===== src/rtl/tmidl_pkg.sv =====
// ----------------------------------------------------------------------------
// Trimmed-mean duty loop package
// Shared widths, register indexes, fixed-point constants and the request
// type of the serial divider.
// ----------------------------------------------------------------------------
`default_nettype none

package tmidl_pkg;

    localparam int SAMPLE_W  = 12;
    localparam int CFG_W     = 12;
    localparam int CFG_IDX_W = 2;

    // Percent in Q7.16: 100.0 is 100 * 2^16.
    localparam int PCT_W = 23;
    localparam logic [PCT_W-1:0] PCT_FULL = 23'd6553600;

    // |target - mean| * 100 * 2^16 needs 12 + 7 + 16 bits.
    localparam int AD100_W   = SAMPLE_W + 7;
    localparam int ERR_NUM_W = AD100_W + 16;

    localparam int DIV_CNT_W = 6;

    localparam logic [CFG_IDX_W-1:0] REG_DARK   = 2'd0;
    localparam logic [CFG_IDX_W-1:0] REG_BRIGHT = 2'd1;
    localparam logic [CFG_IDX_W-1:0] REG_TARGET = 2'd2;
    localparam logic [CFG_IDX_W-1:0] REG_DRIVE  = 2'd3;

    typedef struct packed {
        logic                 start;
        logic [DIV_CNT_W-1:0] bits;
    } t_div_req;

endpackage

`default_nettype wire


===== src/rtl/tmidl_div.sv =====
// ----------------------------------------------------------------------------
// Serial restoring divider
// Takes a left-aligned dividend one bit per cycle, MSB first, and shifts in
// one quotient bit per cycle. Pulses o_done when the quotient is ready.
// ----------------------------------------------------------------------------
`default_nettype none

module tmidl_div
    import tmidl_pkg::*;
#(
    parameter int NUM_W = 39,
    parameter int DEN_W = 23,
    parameter int QUO_W = 23
) (
    input  wire logic             i_clk,
    input  wire logic             i_rst_n,
    input  wire t_div_req         i_req,
    input  wire logic [NUM_W-1:0] i_num,
    input  wire logic [DEN_W-1:0] i_den,
    output logic                  o_done,
    output logic      [QUO_W-1:0] o_quo
);

    logic                 r_busy;
    logic                 r_done;
    logic [DIV_CNT_W-1:0] r_cnt;
    logic [NUM_W-1:0]     r_num;
    logic [DEN_W-1:0]     r_den;
    logic [DEN_W-1:0]     r_rem;
    logic [QUO_W-1:0]     r_quo;

    logic [DEN_W:0] trial;
    logic [DEN_W:0] trial_sub;
    logic           ge;

    assign trial     = {r_rem, r_num[NUM_W-1]};
    assign trial_sub = trial - {1'b0, r_den};
    assign ge        = (trial >= {1'b0, r_den});

    always_ff @(posedge i_clk) begin
        if (!i_rst_n) begin
            r_busy <= 1'b0;
            r_done <= 1'b0;
            r_cnt  <= '0;
        end else begin
            r_done <= 1'b0;
            if (i_req.start) begin
                r_busy <= 1'b1;
                r_cnt  <= i_req.bits;
            end else if (r_busy) begin
                r_cnt <= r_cnt - DIV_CNT_W'(1);
                if (r_cnt == DIV_CNT_W'(1)) begin
                    r_busy <= 1'b0;
                    r_done <= 1'b1;
                end
            end
        end
    end

    always_ff @(posedge i_clk) begin
        if (i_req.start) begin
            r_num <= i_num;
            r_den <= i_den;
            r_rem <= '0;
            r_quo <= '0;
        end else if (r_busy) begin
            r_num <= {r_num[NUM_W-2:0], 1'b0};
            r_rem <= ge ? trial_sub[DEN_W-1:0] : trial[DEN_W-1:0];
            r_quo <= {r_quo[QUO_W-2:0], ge};
        end
    end

    assign o_done = r_done;
    assign o_quo  = r_quo;

endmodule

`default_nettype wire


===== src/rtl/trimmed_mean_integral_duty_loop.sv =====
// ----------------------------------------------------------------------------
// Trimmed-mean integral duty loop
// Channel    | Direction | Contents
// s_axis     | in        | tdata[11:0] sensor_sample
// m_axis     | out       | tdata[11:0] pwm_duty, tdata[23:12] filtered_level,
//            |           | tuser[0] apply_duty
// cfg        | in        | 0 dark, 1 bright, 2 target (clears duty), 3 enable
//
// Min, max and sum are kept as samples arrive. The last sample of a group
// starts a sequence set by the bit-serial divider (mean, error and PWM
// scaling) and the bit-serial multiply by SAMPLE_MAX; it is shorter when the
// error is zero or saturated. No samples are taken during that sequence.
// Reset is synchronous. A stalled result is held in the output register while
// the next group is taken; the next result waits for it.
// ----------------------------------------------------------------------------
`default_nettype none

module trimmed_mean_integral_duty_loop
    import tmidl_pkg::*;
#(
    parameter int GROUP_SIZE = 4,
    parameter int SAMPLE_MAX = 4095
) (
    input  wire logic                 i_clk,
    input  wire logic                 i_rst_n,
    input  wire logic                 s_axis_tvalid,
    output logic                      s_axis_tready,
    input  wire logic [15:0]          s_axis_tdata,  // [11:0] sensor_sample
    output logic                      m_axis_tvalid,
    input  wire logic                 m_axis_tready,
    output logic      [23:0]          m_axis_tdata,  // [11:0] pwm_duty, [23:12] filtered_level
    output logic      [0:0]           m_axis_tuser,  // [0] apply_duty
    input  wire logic                 i_cfg_wr_en,
    input  wire logic [CFG_IDX_W-1:0] i_cfg_index,
    input  wire logic [CFG_W-1:0]     i_cfg_wdata
);

    localparam int SMAX_W = $clog2(SAMPLE_MAX + 1);
    localparam int GRP_W  = $clog2(GROUP_SIZE);
    localparam int SUM_W  = SAMPLE_W + $clog2(GROUP_SIZE);
    localparam int PROD_W = PCT_W + SMAX_W;
    localparam int NUM_W  = (PROD_W > ERR_NUM_W) ? PROD_W : ERR_NUM_W;
    localparam int MCNT_W = $clog2(SMAX_W + 1);

    localparam logic [GRP_W-1:0] LAST_POS = GRP_W'(GROUP_SIZE - 1);

    localparam logic [3:0] S_IDLE  = 4'd0;
    localparam logic [3:0] S_TRIM  = 4'd1;
    localparam logic [3:0] S_MEAN  = 4'd2;
    localparam logic [3:0] S_MEANW = 4'd3;
    localparam logic [3:0] S_ERR   = 4'd4;
    localparam logic [3:0] S_ERRD  = 4'd5;
    localparam logic [3:0] S_ERRW  = 4'd6;
    localparam logic [3:0] S_ACC   = 4'd7;
    localparam logic [3:0] S_MUL   = 4'd8;
    localparam logic [3:0] S_PWM   = 4'd9;
    localparam logic [3:0] S_PWMW  = 4'd10;
    localparam logic [3:0] S_EMIT  = 4'd11;

    logic [3:0] r_state;

    logic [CFG_W-1:0] r_dark;
    logic [CFG_W-1:0] r_bright;
    logic [CFG_W-1:0] r_target;
    logic             r_drive;

    logic [GRP_W-1:0]    r_pos;
    logic [SUM_W-1:0]    r_sum;
    logic [SAMPLE_W-1:0] r_lo;
    logic [SAMPLE_W-1:0] r_hi;
    logic                r_same;
    logic [SAMPLE_W-1:0] r_mean;
    logic [SAMPLE_W-1:0] r_ad;
    logic [SAMPLE_W-1:0] r_as;
    logic                r_dneg;
    logic                r_sneg;
    logic                r_neg;
    logic [PCT_W-1:0]    r_mag;
    logic [PCT_W-1:0]    r_acc;
    logic [PROD_W-1:0]   r_prod;
    logic [SMAX_W-1:0]   r_mbits;
    logic [MCNT_W-1:0]   r_mcnt;

    logic                r_out_valid;
    logic [SAMPLE_W-1:0] r_out_pwm;
    logic [SAMPLE_W-1:0] r_out_level;
    logic                r_out_apply;

    logic                in_hs;
    logic                first;
    logic [SAMPLE_W-1:0] s_in;
    logic [SAMPLE_W-1:0] s_sat;
    logic [SUM_W-1:0]    n_sum;
    logic [SAMPLE_W-1:0] n_lo;
    logic [SAMPLE_W-1:0] n_hi;
    logic [SAMPLE_W:0]   diff;
    logic [SAMPLE_W:0]   span;
    logic [AD100_W-1:0]  ad100;
    logic [PCT_W:0]      acc_add;
    logic [PCT_W-1:0]    n_acc;

    t_div_req          div_req;
    logic [NUM_W-1:0]  div_num;
    logic [PCT_W-1:0]  div_den;
    logic              div_done;
    logic [PCT_W-1:0]  div_quo;

    assign s_axis_tready = (r_state == S_IDLE);
    assign in_hs         = s_axis_tvalid && s_axis_tready;

    assign s_in  = s_axis_tdata[SAMPLE_W-1:0];
    assign s_sat = ({20'd0, s_in} > 32'(SAMPLE_MAX)) ? SAMPLE_W'(SAMPLE_MAX) : s_in;
    assign first = (r_pos == '0);
    assign n_sum = first ? SUM_W'(s_sat) : r_sum + SUM_W'(s_sat);
    assign n_lo  = (first || (s_sat < r_lo)) ? s_sat : r_lo;
    assign n_hi  = (first || (s_sat > r_hi)) ? s_sat : r_hi;

    assign diff  = {1'b0, r_target} - {1'b0, r_mean};
    assign span  = {1'b0, r_bright} - {1'b0, r_dark};
    assign ad100 = AD100_W'(r_ad) * AD100_W'(100);

    assign acc_add = {1'b0, r_acc} + {1'b0, r_mag};

    always_comb begin
        if (r_neg) begin
            n_acc = (r_mag > r_acc) ? '0 : r_acc - r_mag;
        end else begin
            n_acc = (acc_add > {1'b0, PCT_FULL}) ? PCT_FULL : acc_add[PCT_W-1:0];
        end
    end

    always_comb begin
        div_req.start = 1'b0;
        div_req.bits  = '0;
        div_num       = '0;
        div_den       = '0;
        unique case (r_state)
            S_MEAN: begin
                div_req.start = 1'b1;
                div_req.bits  = DIV_CNT_W'(SUM_W);
                div_num       = NUM_W'(r_sum) << (NUM_W - SUM_W);
                div_den       = r_same ? PCT_W'(GROUP_SIZE - 1) : PCT_W'(GROUP_SIZE - 2);
            end
            S_ERRD: begin
                div_req.start = (r_ad != '0) && (r_as != '0) && (r_ad < r_as);
                div_req.bits  = DIV_CNT_W'(ERR_NUM_W);
                div_num       = NUM_W'({ad100, 16'd0}) << (NUM_W - ERR_NUM_W);
                div_den       = PCT_W'(r_as);
            end
            S_PWM: begin
                div_req.start = 1'b1;
                div_req.bits  = DIV_CNT_W'(PROD_W);
                div_num       = NUM_W'(r_prod) << (NUM_W - PROD_W);
                div_den       = PCT_FULL;
            end
            default: begin
                div_req.start = 1'b0;
            end
        endcase
    end

    tmidl_div #(
        .NUM_W (NUM_W),
        .DEN_W (PCT_W),
        .QUO_W (PCT_W)
    ) u_div (
        .i_clk   (i_clk),
        .i_rst_n (i_rst_n),
        .i_req   (div_req),
        .i_num   (div_num),
        .i_den   (div_den),
        .o_done  (div_done),
        .o_quo   (div_quo)
    );

    always_ff @(posedge i_clk) begin
        if (!i_rst_n) begin
            r_dark   <= '0;
            r_bright <= CFG_W'(4095);
            r_target <= '0;
            r_drive  <= 1'b0;
        end else if (i_cfg_wr_en) begin
            unique case (i_cfg_index)
                REG_DARK:   r_dark   <= i_cfg_wdata;
                REG_BRIGHT: r_bright <= i_cfg_wdata;
                REG_TARGET: r_target <= i_cfg_wdata;
                REG_DRIVE:  r_drive  <= i_cfg_wdata[0];
                default:    r_drive  <= r_drive;
            endcase
        end
    end

    always_ff @(posedge i_clk) begin
        if (!i_rst_n) begin
            r_state     <= S_IDLE;
            r_pos       <= '0;
            r_acc       <= '0;
            r_out_valid <= 1'b0;
        end else begin
            if ((r_state == S_EMIT) && (!r_out_valid || m_axis_tready)) begin
                r_out_valid <= 1'b1;
            end else if (m_axis_tvalid && m_axis_tready) begin
                r_out_valid <= 1'b0;
            end
            if (r_state == S_ACC) begin
                r_acc <= n_acc;
            end else if (i_cfg_wr_en && (i_cfg_index == REG_TARGET)) begin
                r_acc <= '0;
            end
            unique case (r_state)
                S_IDLE: begin
                    if (in_hs) begin
                        if (r_pos == LAST_POS) begin
                            r_pos   <= '0;
                            r_state <= S_TRIM;
                        end else begin
                            r_pos <= r_pos + GRP_W'(1);
                        end
                    end
                end
                S_TRIM:  r_state <= S_MEAN;
                S_MEAN:  r_state <= S_MEANW;
                S_MEANW: begin
                    if (div_done) begin
                        r_state <= S_ERR;
                    end
                end
                S_ERR:   r_state <= S_ERRD;
                S_ERRD:  r_state <= div_req.start ? S_ERRW : S_ACC;
                S_ERRW: begin
                    if (div_done) begin
                        r_state <= S_ACC;
                    end
                end
                S_ACC:   r_state <= S_MUL;
                S_MUL: begin
                    if (r_mcnt == MCNT_W'(1)) begin
                        r_state <= S_PWM;
                    end
                end
                S_PWM:   r_state <= S_PWMW;
                S_PWMW: begin
                    if (div_done) begin
                        r_state <= S_EMIT;
                    end
                end
                S_EMIT: begin
                    if (!r_out_valid || m_axis_tready) begin
                        r_state <= S_IDLE;
                    end
                end
                default: r_state <= S_IDLE;
            endcase
        end
    end

    always_ff @(posedge i_clk) begin
        if ((r_state == S_IDLE) && in_hs) begin
            r_sum <= n_sum;
            r_lo  <= n_lo;
            r_hi  <= n_hi;
        end
        if (r_state == S_TRIM) begin
            r_sum  <= r_sum - SUM_W'(r_lo) - ((r_lo == r_hi) ? '0 : SUM_W'(r_hi));
            r_same <= (r_lo == r_hi);
        end
        if ((r_state == S_MEANW) && div_done) begin
            r_mean <= div_quo[SAMPLE_W-1:0];
        end
        if (r_state == S_ERR) begin
            r_dneg <= diff[SAMPLE_W];
            r_sneg <= span[SAMPLE_W];
            r_ad   <= diff[SAMPLE_W] ? SAMPLE_W'(-diff) : diff[SAMPLE_W-1:0];
            r_as   <= span[SAMPLE_W] ? SAMPLE_W'(-span) : span[SAMPLE_W-1:0];
        end
        if (r_state == S_ERRD) begin
            if (r_ad == '0) begin
                r_mag <= '0;
                r_neg <= 1'b0;
            end else if (r_as == '0) begin
                r_mag <= PCT_FULL;
                r_neg <= r_dneg;
            end else begin
                r_mag <= PCT_FULL;
                r_neg <= r_dneg ^ r_sneg;
            end
        end
        if ((r_state == S_ERRW) && div_done) begin
            r_mag <= div_quo;
        end
        if (r_state == S_ACC) begin
            r_prod  <= '0;
            r_mbits <= SMAX_W'(SAMPLE_MAX);
            r_mcnt  <= MCNT_W'(SMAX_W);
        end
        if (r_state == S_MUL) begin
            r_prod  <= (r_prod << 1) + (r_mbits[SMAX_W-1] ? PROD_W'(r_acc) : '0);
            r_mbits <= r_mbits << 1;
            r_mcnt  <= r_mcnt - MCNT_W'(1);
        end
        if ((r_state == S_EMIT) && (!r_out_valid || m_axis_tready)) begin
            r_out_pwm   <= div_quo[SAMPLE_W-1:0];
            r_out_level <= r_mean;
            r_out_apply <= r_drive;
        end
    end

    assign m_axis_tvalid = r_out_valid;
    assign m_axis_tdata  = {r_out_level, r_out_pwm};
    assign m_axis_tuser  = r_out_apply;

endmodule

`default_nettype wire


===== config.mk =====
export PLATFORM = sky130hd
export DESIGN_NAME = trimmed_mean_integral_duty_loop
export DESIGN_NICKNAME = d
export VERILOG_FILES = /design/src/rtl/tmidl_pkg.sv /design/src/rtl/tmidl_div.sv /design/src/rtl/trimmed_mean_integral_duty_loop.sv
export SDC_FILE = /design/constraint.sdc
export NUM_CORES = 1
export LEC_CHECK = 0
export BUFFER_PORTS_ARGS = -buffer_cell sky130_fd_sc_hd__buf_2
export CAP_MARGIN = 20
export CORE_MARGIN = 2
export CORE_UTILIZATION = 23
export CTS_BUF_LIST = sky130_fd_sc_hd__clkbuf_4 sky130_fd_sc_hd__clkbuf_8 sky130_fd_sc_hd__clkbuf_16
export DETAILED_ROUTE_END_ITERATION = 7
export SLEW_MARGIN = 20
export SYNTH_ARGS = -nofsm -noshare
export SYNTH_HDL_FRONTEND = slang
export SYNTH_SLANG_ARGS = --single-unit

===== constraint.sdc =====
create_clock -name i_clk -period 7.7 [get_ports i_clk]
set_input_delay 1.155 -clock i_clk [delete_from_list [all_inputs] [get_ports i_clk]]
set_output_delay 1.155 -clock i_clk [all_outputs]
set_load 0.02 [all_outputs]

* Word-level counts from Yosys, hierarchy flattened
Cells that the tools add are included.
** Word-level totals
- Output and inout port bits :: 27
- Memory bits (read-only) :: 0
- RAM bits :: 0
- Latch bits :: 0
- Logic and storage cells :: 167
- Memories kept :: 0
- Register bits after elaboration :: 356
- Input bits :: 35
** Operators by class
- Reductions and logical operators :: 37
- Shift operators :: 0
- Bitwise gates (word level) :: 3
- $mul :: 1
- $add $sub $neg :: 14
- Multiplexer cells :: 48
- Divide/modulo/power cells :: 0
- $lt $le $gt $ge :: 6
- Equal/unequal tests :: 25
** Operators with widths (number)
- two-way mux 23 bit :: 10
- two-way mux 35 bit :: 4
- one-hot mux 35 bit (3 select lines) :: 1
- one-hot mux 23 bit (3 select lines) :: 1
- two-way mux 12 bit :: 5
- one-hot mux 4 bit (12 select lines) :: 1
- subtractor 23 bit :: 2
- two-way mux 14 bit :: 3
- two-way mux 4 bit :: 9
- adder 35 x 23 -> 35 bit :: 1
- subtractor 14 x 12 -> 14 bit :: 2
- subtractor 12 x 12 -> 13 bit :: 2
- adder 23 x 23 -> 24 bit :: 1
- greater-or-equal comparator 24 x 23 -> 1 bit :: 1
- > comparator 24 x 23 -> 1 bit, second input constant :: 1
- logical NOT 12 bit :: 2
- less-than comparator 12 bit :: 2
- negator 12 bit :: 2
- nonzero test 12 bit :: 2
- > comparator 23 bit :: 1
- multiplier 12 x 5 -> 17 bit, second input constant :: 1
- == test 4 x 3 -> 1 bit, second input constant :: 4
- == test 4 bit, second input constant :: 4
- adder 14 x 12 -> 14 bit :: 1
- other kinds (29) :: 71

* Logic depth before layout (Yosys ltp)
Gate-level depths: netlist (run 1).
- Depth after elaboration :: 6
- Gate-level depth with buffers :: 22
- Depth with buffers taken out :: 21

* Modules after synthesis
From an unflattened synthesis (run 1), not the netlist that was laid out.
** Unflattened totals
- Cell total of the unflattened synthesis :: 2537
- Area, all modules :: 24220.7 um2
** Modules (own cells, without submodules)
- trimmed_mean_integral_duty_loop :: seq. area each 6646.4 um2, times used 1, cells an instance 2014, area an instance 18521.5 um2
- tmidl_div :: seq. area each 2822.7 um2, times used 1, cells an instance 523, area an instance 5699.2 um2

* Worst setup path after synthesis (run 1)
No wires, ideal clock.
- Path type :: reg2reg
- Start point :: register r_lo[9]
- End point :: register r_sum[12] (data pin)
- Period minus slack after synthesis :: 4.348 ns
- Data arrival time :: 4.094 ns
- Buffers on the path :: 1
- Stages on the path, launching flop included :: 21
- Setup slack :: 3.352 ns
- Cells stage by stage :: edfxtp_1 -> inv_1 -> ha_1 -> nor3_1 -> nand4_1 -> or4_1 -> clkbuf_1 -> nand2_1 -> fa_1 -> ha_1 -> nor2b_1 -> o21ai_0 -> a21boi_0 -> o21ai_0 -> a21boi_0 -> o21ai_0 -> a21oi_1 -> o21a_1 -> o41ai_1 -> xnor2_1 -> a21o_1
** On the way
- Cells in the longest elaborated chain, start to end :: 4
** Ends and longest elaborated chain
- start: declaration :: line trimmed_mean_integral_duty_loop.sv:69 : logic [SAMPLE_W-1:0] r_lo;
- start signal: assignment :: line trimmed_mean_integral_duty_loop.sv:260 : r_lo <= n_lo;
- parallel branches: the longest is 2 deep, another holds subtractor 14 x 12 -> 14 bit
- subtractor 14 x 12 -> 14 bit (*) :: line trimmed_mean_integral_duty_loop.sv:264 : r_sum <= r_sum - SUM_W'(r_lo) - ((r_lo == r_hi) ? '0 : SUM_W'(r_hi));
- two-way mux 14 bit (*) :: line trimmed_mean_integral_duty_loop.sv:263 : if (r_state == S_TRIM) begin
- end signal: assignment :: line trimmed_mean_integral_duty_loop.sv:259 : r_sum <= n_sum;
- end signal: assignment :: line trimmed_mean_integral_duty_loop.sv:264
- end: declaration :: line trimmed_mean_integral_duty_loop.sv:68 : logic [SUM_W-1:0] r_sum;
Mark *: on every way between the ends.
A chain may end at the register's enable or synchronous reset.

* Final worst setup path (run 1)
- Start point :: register r_lo[9]
- End point :: register r_sum[13] (data pin)
The elaborated chain is that of the path after synthesis.

==> impl_metrics.json, run 1 <==
{
  "synth_fp_nets": 2720,
  "layout_commonest_cell": "ha_1",
  "tns_ps": 0,
  "drc": 0,
  "finalPower_mw": 7.20,
  "syn_to_final_growth_pct": 12.9,
  "final_cell_mix": "227 x ha_1, 224 x edfxtp_1, 214 x inv_1",
  "grt_antenna_before_repair": 2,
  "ys_types": 83,
  "grt_pass1_vias": 16500,
  "critPathArrivalTime_ps": 5290,
  "min_period_ps": 4960,
  "period_share_pct": 64.4,
  "setup_ws_ps": 2740,
  "first_pass_iters": 5,
  "rows": 115,
  "root_buffer": "clkbuf_16",
  "initial_core_util_pct": 23.2,
  "clk_pin_slew_worst_paths_ps": 60,
  "yosys-top-cells-area": "edfxtp_1 29%, ha_1 12%, dfxtp_1 11%",
  "dpl.hpwl_mm": 39.9,
  "fmax_mhz": 202,
  "ios": 62,
  "max_cap_violations": 0,
  "synth_edf_count": 224,
  "clkLatencyLatePin_ps": 570,
  "synthFlopType": "edfxtp_1",
  "slew_violations": 0,
  "cts_tree": "built",
  "synth_top_area_share_pct": 29.4,
  "grt_pass1_wl_mm": 88.9,
  "power.leakage_nw": 10.4,
  "via_per_inst": 4.53,
  "rsz0062_at_grt": "false",
  "htree_num_levels": 2,
  "dieArea_um2": 102000,
  "post_cts_buffers": 0,
  "wirelength_mm": 54.6,
  "syn_area_um2": 22900,
  "preCtsSetupSlack_ps": 2740,
  "synth.ff_latch_count": 346,
  "ant_nets": 0,
  "p_per_area_nw_per_um2": 279,
  "drive_gt1_share_pct": 7.93,
  "vias": 17100,
  "drt_iter0_drc": 1049,
  "die_h_um": 319,
  "max-vdd-ir-drop_v": 0.000178,
  "cts_inserted_buffers": 38,
  "critPathCaptureType": "register",
  "final_nets": 2740,
  "worst_pin_slew_ps": 1080,
  "yosysSeqAreaShare_pct": 40.1,
  "worstSetupPathType": "register to register",
  "postSynthCellCount": 2434,
  "crit_fanout": 10,
  "finalNonFillerCells": 3771,
  "grt_start_max_net_pins": 83,
  "worst_hold_path_type": "register to register",
  "cts.hold.buffers_added": 0,
  "grt_usage_pct": 10.6,
  "cts.path.max_buffers": 3,
  "synth_largest_area_cell": "edfxtp_1",
  "clock_sinks": 346,
  "status": "completed",
  "yosys_warnings": 0,
  "grt_overflow": 0,
  "relSlewSlack_pct": 27.9,
  "antenna_cells": 0,
  "setup_viol": 0,
  "startpoint_type": "register",
  "async_flop_share_pct": 0,
  "skew_ps": 22.6,
  "wl_per_cell_um": 14.5,
  "cts-resized-gates": 0,
  "post-place-cells": 3701,
  "avgSynthCellArea_um2": 9.41,
  "die_x_um": 319,
  "port_buffers": 57,
  "core_um2": 98600,
  "cp.required_ps": 8030,
  "hold_viol_final": 0,
  "post-route-util_pct": 26.2,
  "routabilityCongestion": 0.844
}
-- layer usage --
metal  part of all wire, %  vias up  track usage [%]
met5                 0.024        -                0
met4                   3.7        2             4.30
met3                   4.0       89             1.52
met2                    46      331             17.6
met1                    46     7972             13.8
li1                      -     8672                -
-- synth_stat cells (6+ instances only) --
cell	instances
nor2b_1	53
or3_1	12
ha_1	227
o31ai_1	15
a22o_1	19
nor3_1	56
or4_1	6
nand2_1	205
nor4_1	18
buf_2	12
buf_1	10
o21bai_1	17
a21oi_1	168
a222oi_1	11
clkbuf_1	69
o41ai_1	7
a211oi_1	32
nand2b_1	33
mux2i_1	39
nand4_1	19
o21ai_2	11
a21o_1	45
a21boi_0	26
nand3_1	53
and2_1	52
o21ai_0	113
inv_1	214
and3_1	19
or2_2	9
o21a_1	19
fa_1	24
xor2_1	52
o211ai_1	7
dfxtp_1	122
xnor2_1	96
nor2_1	207
edfxtp_1	224
nor3b_1	7
a31oi_1	12
-- cell type report --
class	count	area (um^2)
clock buffer	47	1040
clock inverter	23	229
fill	10400	72700
inverter	218	818
multi-input combinational	1774	12500
sequential	346	9170
tap	1287	1610
timing repair buffer	76	428
-- final timing paths --
check	start	to	slack, ps	depth (start not counted)
worst min-delay path	r_drive	m_axis_tuser	440	0
worst max-delay path	r_lo[9]	r_sum[13]	2740	21
worst min register to register	r_drive	m_axis_tuser	440	0
worst max register to register	r_lo[9]	r_sum[13]	2740	21
-- logic make-up (layout without fill, tap and decap cells) --
| family | count (synthesis) | in the layout | share of synthesized area, % |
|---|---|---|---|
| adder cells (fa/ha/maj) | 251 | 251 | 14.5 |
| buffers and inverters | 314 | 364 | 5.35 |
| flip-flops | 346 | 346 | 40.1 |
| AO/OA/AOI/OAI | 569 | 569 | 16.5 |
| AND/OR/NAND/NOR | 765 | 765 | 16.2 |
| multiplexers | 41 | 41 | 1.80 |
| XOR/XNOR | 148 | 148 | 5.66 |
-- stage by stage --
stage | hold WS, ps | cell area, um^2
detailed placement | 419 | 24600
global route | 464 | 25800
CTS | 443 | 25800
finish | 438 | 25800
floorplan | 408 | 22900
global placement | 417 | 24600
-- state kept, by name, summed over array words and instances, names as in the netlist, 13 cells and up --
register / cells
r_prod: 35
u_div.r_num: 35
r_acc: 23
r_mag: 23
u_div.o_quo: 23
u_div.r_rem: 23
r_sum: 14
u_div.r_den: 13
-- where the power goes --
group	internal [mW]	switching [mW]	total [mW]
clock	1.08	0.804	1.88
combinational	1.11	1.55	2.66
sequential	2.40	0.256	2.66
-- worst max-delay path: stages (launching register included) --
cell,delay (ps)
edfxtp_1,400
inv_1,90
ha_1,230
nor3_1,240
nand4_1,120
or4_1,610
inv_1,250
nor2_1,70
ha_1,320
inv_1,50
ha_1,290
o21a_1,110
o21a_1,170
o21ai_0,200
a21oi_1,140
o41ai_1,400
o21ai_0,230
o21ai_0,240
nand2b_1,90
a21oi_1,200
xor2_1,90
a21o_1,170
No activity file was read; power rests on OpenSTA's default activity.
==> inputs of run 2 (changes only) <==
- ABC_AREA: not set -> 1
- clock period: 7.7 -> 4.6 ns (I/O delays scaled with it)
==> run 2 against run 1 <==
Against the previous run:
- design area up 3.6%
- highest routed layer unchanged
- critical endpoint is now r_sum[11]
- sequential share of layout area is 1.2 points lower
- non-clock buffer count rose by 3
- synthesized area grew 3.3%
- first-iteration DRC count up 31%
- global-route usage up 0.75 points
- flip-flop and latch count unchanged
- via count rose by 16%
- clock power up 74%
- critical path depth increased by 1
- worst hold slack lost 56 ps
==> impl_metrics.json, run 2 <==
{
  "post-place-cells": 4336,
  "final_cell_mix": "595 x nand2_1, 451 x inv_1, 262 x nor2_1",
  "wirelength_mm": 61.8,
  "setup_viol": 0,
  "top_regs": "r_prod (35), u_div.r_num (35)",
  "final_area_um2": 26800,
  "tns_ps": 0,
  "cp_slowest_stage_delay_ps": 440,
  "drt_iter0_drc": 1379,
  "grt_usage_pct": 11.4,
  "dieArea_um2": 105000,
  "worst_pin_slew_ps": 1050,
  "finalNonFillerCells": 4404,
  "synth_largest_area_cell": "edfxtp_1",
  "cp.required_ps": 4900,
  "dpl.hpwl_mm": 47.6,
  "finalPower_mw": 13.9,
  "period_share_pct": 91.2,
  "first_pass_iters": 5,
  "rsz0062_at_grt": "false",
  "rows": 117,
  "crit_fanout": 6,
  "r2r_setup_slack_ps": 400,
  "clkLatencyLatePin_ps": 580,
  "critPathArrivalTime_ps": 4500,
  "yosys-top-cells-area": "edfxtp_1 28%, ha_1 12%, dfxtp_1 10%",
  "yosys_warnings": 0,
  "fmax_mhz": 238,
  "drc": 0,
  "cts-resized-gates": 0,
  "root_buffer": "clkbuf_16",
  "relSlewSlack_pct": 29.6,
  "antenna_cells": 0,
  "p_per_area_nw_per_um2": 518,
  "synth_edf_count": 224,
  "ys_types": 59,
  "holdCritStartpoint": "i_cfg_wdata[10]",
  "cts_inserted_buffers": 37,
  "final_nets": 3293,
  "cpMostUsedCell": "nand2_1",
  "synth.ff_latch_count": 346,
  "initial_core_util_pct": 23.2,
  "critical-path-top-delay-family": "simple AND/OR/NAND/NOR gates",
  "yosysSeqAreaShare_pct": 38.8,
  "critPathCaptureType": "register",
  "drive_gt1_share_pct": 6.36,
  "cts_tree": "built",
  "synth_top_area_share_pct": 28.4,
  "place_area_um2": 25400,
  "max-vdd-ir-drop_v": 0.000262,
  "vias": 19800,
  "worstHoldPathCells": 3,
  "avgSynthCellArea_um2": 7.97,
  "postSynthCellCount": 2969,
  "clk_pin_slew_worst_paths_ps": 60,
  "synthFlopType": "edfxtp_1",
  "reg2reg_to": "r_sum[11]",
  "routabilityCongestion": 0.924,
  "syn_area_um2": 23700,
  "via_per_inst": 4.50,
  "min_period_ps": 4200,
  "status": "completed",
  "async_flop_share_pct": 0,
  "skew_ps": 29.6,
  "startpoint_type": "register",
  "power.leakage_nw": 11.9,
  "grt_antenna_before_repair": 3,
  "path_depth": 22,
  "synth_commonest_cells": "596 x nand2_1, 453 x inv_1, 266 x nor2_1",
  "cts.path.max_buffers": 3,
  "port_buffers": 57,
  "worst_hold_path_type": "input pin to register",
  "grt_overflow": 0,
  "cts.hold.buffers_added": 0,
  "ios": 62,
  "htree_num_levels": 2,
  "post_cts_buffers": 0,
  "core_um2": 102000,
  "clock_sinks": 346,
  "critPathBufInv": 1,
  "crit_chain": "inv_1 > ha_1 > nor2_1 > o2111ai_1 > nor4_1 > nand2_1 > nand2_1 > fa_1 > ha_1 > nand2_1 > o21ai_0 > nand2_1 > nand2_1 > a21oi_1 > o21ai_1 > a21oi_1 > o21bai_2 > nand2_1 > nand2_1 > nand2_1 > nand3_1 > nand2_1",
  "layout_commonest_cell": "nand2_1",
  "die_x_um": 325,
  "die_h_um": 325,
  "grt_pass1_wl_mm": 98.4,
  "ant_nets": 0,
  "wl_per_cell_um": 14.0,
  "slew_violations": 0,
  "grt_pass1_vias": 18900,
  "grt_start_max_net_pins": 48,
  "whs_endpoint": "r_bright[10]",
  "synth_fp_nets": 3255,
  "crit_slowest_cell": "fa_1",
  "max_cap_violations": 0,
  "r2r_start": "r_lo[9]",
  "worstSetupPathType": "register to register",
  "yosysMostFrequentCell": "nand2_1",
  "hold_viol_final": 0,
  "syn_to_final_growth_pct": 13.2,
  "r2r_cells": 22
}
run 2: cell count changes after synthesis, moves of 33 or more:
cell | before | now
nor2b_1 | 53 | 0
inv_1 | 214 | 453
o21ai_0 | 113 | 185
xnor2_1 | 96 | 22
nor2_1 | 207 | 266
nand3_1 | 53 | 138
nand2_1 | 205 | 596
mux2i_1 | 39 | 0
nand2b_1 | 33 | 0
a21oi_1 | 168 | 257
and2_1 | 52 | 3
a21o_1 | 45 | 8
run 2: worst max path at each step:
stage | start | endpoint | slack (ps)
2_1_floorplan | r_lo[9] | r_sum[11] | 960
3_3_place_gp | r_lo[9] | r_sum[11] | 370
3_5_place_dp | r_lo[9] | r_sum[11] | 310
4_1_cts | r_lo[9] | r_sum[11] | 250
5_1_grt | r_lo[9] | r_sum[13] | 20
6_report | r_lo[9] | r_sum[11] | 400
run 2: per-layer routing:
metal,vias to the layer above,GRT usage [%],part of all wire (%)
li1,10000,-,-
met1,9255,14.8,45
met2,430,19.5,47
met3,97,1.20,4.3
met4,2,3.90,3.1
met5,-,0,0.013
run 2: cells by family after synthesis:
family,after synthesis,share of synthesized area [%]
AND/OR/NAND/NOR,1122,19.8
XOR/XNOR,88,3.26
adder cells (fa/ha/maj),251,14.0
buffers and inverters,544,9.05
flip-flops,346,38.8
AO/OA/AOI/OAI,618,15.0
run 2: cell type report:
type | instances | area (um^2)
clock buffer | 45 | 998
multi-input combinational | 2079 | 12400
timing repair buffer | 79 | 450
tap | 1368 | 1710
fill | 11100 | 75100
sequential | 346 | 9170
clock inverter | 23 | 338
inverter | 464 | 1740
run 2: report_power, final:
group / internal, mW / switching [mW] / total [mW] / leakage, nW
clock: 1.93 / 1.35 / 3.28 / 0.653
sequential: 4.32 / 0.504 / 4.82 / 3.04
combinational: 2.06 / 3.71 / 5.77 / 8.26
total: 8.30 / 5.56 / 13.9 / 11.9
run 2: metrics by stage:
step	util, %	setup slack [ps]	hold WS (ps)
floorplan	-	958	408
global placement	25.0	375	414
detailed placement	25.0	308	432
CTS	26.3	250	354
global route	26.3	24.3	375
finish	26.3	405	382
run 2: worst register-to-register path, cell delays in order (launching register included):
cell and delay, ps:
edfxtp_1 360, inv_1 130, ha_1 250, nor2_1 210, o2111ai_1 190, nor4_1 240, nand2_1 210, nand2_1 130
fa_1 440, ha_1 370, nand2_1 60, o21ai_0 210, nand2_1 100, nand2_1 90, a21oi_1 90, o21ai_1 240
a21oi_1 120, o21bai_2 200, nand2_1 100, nand2_1 70, nand2_1 50, nand3_1 60, nand2_1 50
==> inputs of run 3 (changes only) <==
- clock period: 4.6 -> 4.89 ns (I/O delays scaled with it)
==> run 3 against run 2 <==
Against the previous run:
- clock skew shrank 2.7 ps
- first-iteration DRC count shrank 3.8%
- non-clock buffer count shrank 3
- count of clock-buffer cells in the layout grew 2
- via count shrank 0.31%
- worst hold slack gained 26 ps
- global-route usage is essentially flat
- die area is the same
- highest routed layer is now met4
==> impl_metrics.json, run 3 (same netlist as run 2, synthesis figures left out) <==
{
  "fmax_mhz": 229,
  "core_um2": 102000,
  "period_share_pct": 89.5,
  "worstSetupPathType": "register to register",
  "r2r_setup_slack_ps": 510,
  "final_area_um2": 26700,
  "die_h_um": 325,
  "hold_viol_final": 0,
  "grt_antenna_before_repair": 2,
  "clock_sinks": 346,
  "swShare_pct": 40.5,
  "p_clk_share_pct": 23.2,
  "r2r_start": "r_lo[9]",
  "grt_overflow": 0,
  "htree_num_levels": 2,
  "clk_pin_slew_worst_paths_ps": 70,
  "wl_per_cell_um": 13.9,
  "final_cell_mix": "595 x nand2_1, 452 x inv_1, 261 x nor2_1",
  "rsz0062_at_grt": "false",
  "via_per_inst": 4.48,
  "skew_ps": 26.8,
  "drt_iter0_drc": 1326,
  "dpl.hpwl_mm": 47.2,
  "cts_tree": "built",
  "worst_pin_slew_ps": 1020,
  "cts_inserted_buffers": 39,
  "place_area_um2": 25400,
  "ant_nets": 0,
  "internal-power_mw": 7.70,
  "vias": 19700,
  "startpoint_type": "register",
  "whs_endpoint": "r_lo[0]",
  "grt_pass1_wl_mm": 97.8,
  "port_buffers": 57,
  "worst_hold_path_type": "input pin to register",
  "cts.path.max_buffers": 3,
  "reg2reg_to": "r_sum[11]",
  "critPathCaptureType": "register",
  "seqPwrFrac_pct": 35.1,
  "critPathArrivalTime_ps": 4700,
  "clkLatencyLatePin_ps": 580,
  "cp-startpoint": "r_lo[9]",
  "status": "completed",
  "slew_violations": 0,
  "p_per_area_nw_per_um2": 484,
  "holdCritStartpoint": "s_axis_tdata[0]",
  "comb_power_share_pct": 41.6,
  "rows": 117,
  "crit_fanout": 10,
  "max_cap_violations": 0,
  "grt_usage_pct": 11.3,
  "grt_pass1_vias": 18600,
  "r2r_cells": 22,
  "drive_gt1_share_pct": 6.49,
  "worstHoldPathCells": 1,
  "relSlewSlack_pct": 31.6,
  "tns_ps": 0,
  "switchingPower_mw": 5.24,
  "drc": 0,
  "syn_to_final_growth_pct": 13.0,
  "final_nets": 3292,
  "post_cts_buffers": 0,
  "min_period_ps": 4380,
  "first_pass_iters": 6,
  "preCtsSetupSlack_ps": 524,
  "routabilityCongestion": 0.918,
  "grt_start_max_net_pins": 48,
  "initial_core_util_pct": 23.2,
  "max-vdd-ir-drop_v": 0.000314,
  "cp.required_ps": 5210,
  "setup_viol": 0,
  "die_x_um": 325,
  "root_buffer": "clkbuf_16",
  "power.leakage_nw": 11.9,
  "ios": 62,
  "top_regs": "r_prod (35), u_div.r_num (35)",
  "wirelength_mm": 61.3,
  "cts.hold.buffers_added": 0,
  "cts-resized-gates": 0,
  "setup_ws_ps": 515,
  "whs_ps": 409,
  "layout_commonest_cell": "nand2_1",
  "dieArea_um2": 105000
}
-- run 3: cell types whose count changed in the layout (fill, tap and decap cells not counted), moves of 2 or more --
cell	before	now
clkinvlp_4	2	4
clkbuf_16	37	41
o21ai_0	183	185
clkinv_2	3	10
o21ai_1	8	6
buf_4	22	18
bufinv_16	6	2
inv_4	0	2
clkinv_1	9	5
-- run 3: worst max-delay path by stage --
stage | end | slack [ps] | depth (start not counted)
floorplan | r_sum[11] | 1250 | 22
global placement | r_sum[11] | 540 | 24
detailed placement | r_sum[11] | 520 | 22
CTS | r_sum[11] | 520 | 22
global route | r_sum[11] | 100 | 22
finish | r_sum[11] | 510 | 22
-- run 3: routing by layer --
layer	GRT usage (%)	part of all wire [%]	routed length, um	up-vias
met4	3.42	2.6	1620	0
met3	1.33	4.3	2640	97
met2	19.6	47	28900	414
met1	14.6	46	28100	9198
met5	0	0	0	-
li1	-	-	-	10000
-- run 3: critical path, stage by stage (launching register included) --
cell and delay, ps:
edfxtp_1 360, inv_1 120, ha_1 240, nor2_1 180, o2111ai_1 170, nor4_1 210
nand2_1 290, nand2_1 160, fa_1 420, ha_1 360, nand2_1 60, o21ai_0 220
nand2_1 100, nand2_1 80, a21oi_1 90, o21ai_0 300, a21oi_1 120, o21bai_1 300
nand2_1 120, nand2_1 80, nand2_1 40, nand3_1 60, nand2_1 50
-- run 3: cell type report --
| cell class | instances | area (um^2) |
|---|---|---|
| antenna | 1 | 2.50 |
| clock buffer | 47 | 1080 |
| clock inverter | 25 | 230 |
| fill | 11200 | 75200 |
| inverter | 464 | 1740 |
| multi-input combinational | 2079 | 12400 |
| sequential | 346 | 9170 |
| tap | 1368 | 1710 |
| timing repair buffer | 76 | 435 |
-- run 3: stage by stage --
step           util, %  std cells  power, mW
2_1_floorplan        -       2969       8.60
3_3_place_gp      24.9       4332       9.91
3_5_place_dp      24.9       4332       9.97
4_1_cts           26.2       4404       13.0
5_1_grt           26.2       4406       14.0
6_report          26.2       4406       12.9
-- run 3: power groups by stage --
stage	clock network [mW]	logic (mW)	registers, mW
2_1_floorplan	0	4.20	4.40
3_3_place_gp	0	5.32	4.59
3_5_place_dp	0	5.38	4.59
4_1_cts	3.08	5.40	4.55
5_1_grt	3.19	6.20	4.63
6_report	3.01	5.39	4.54
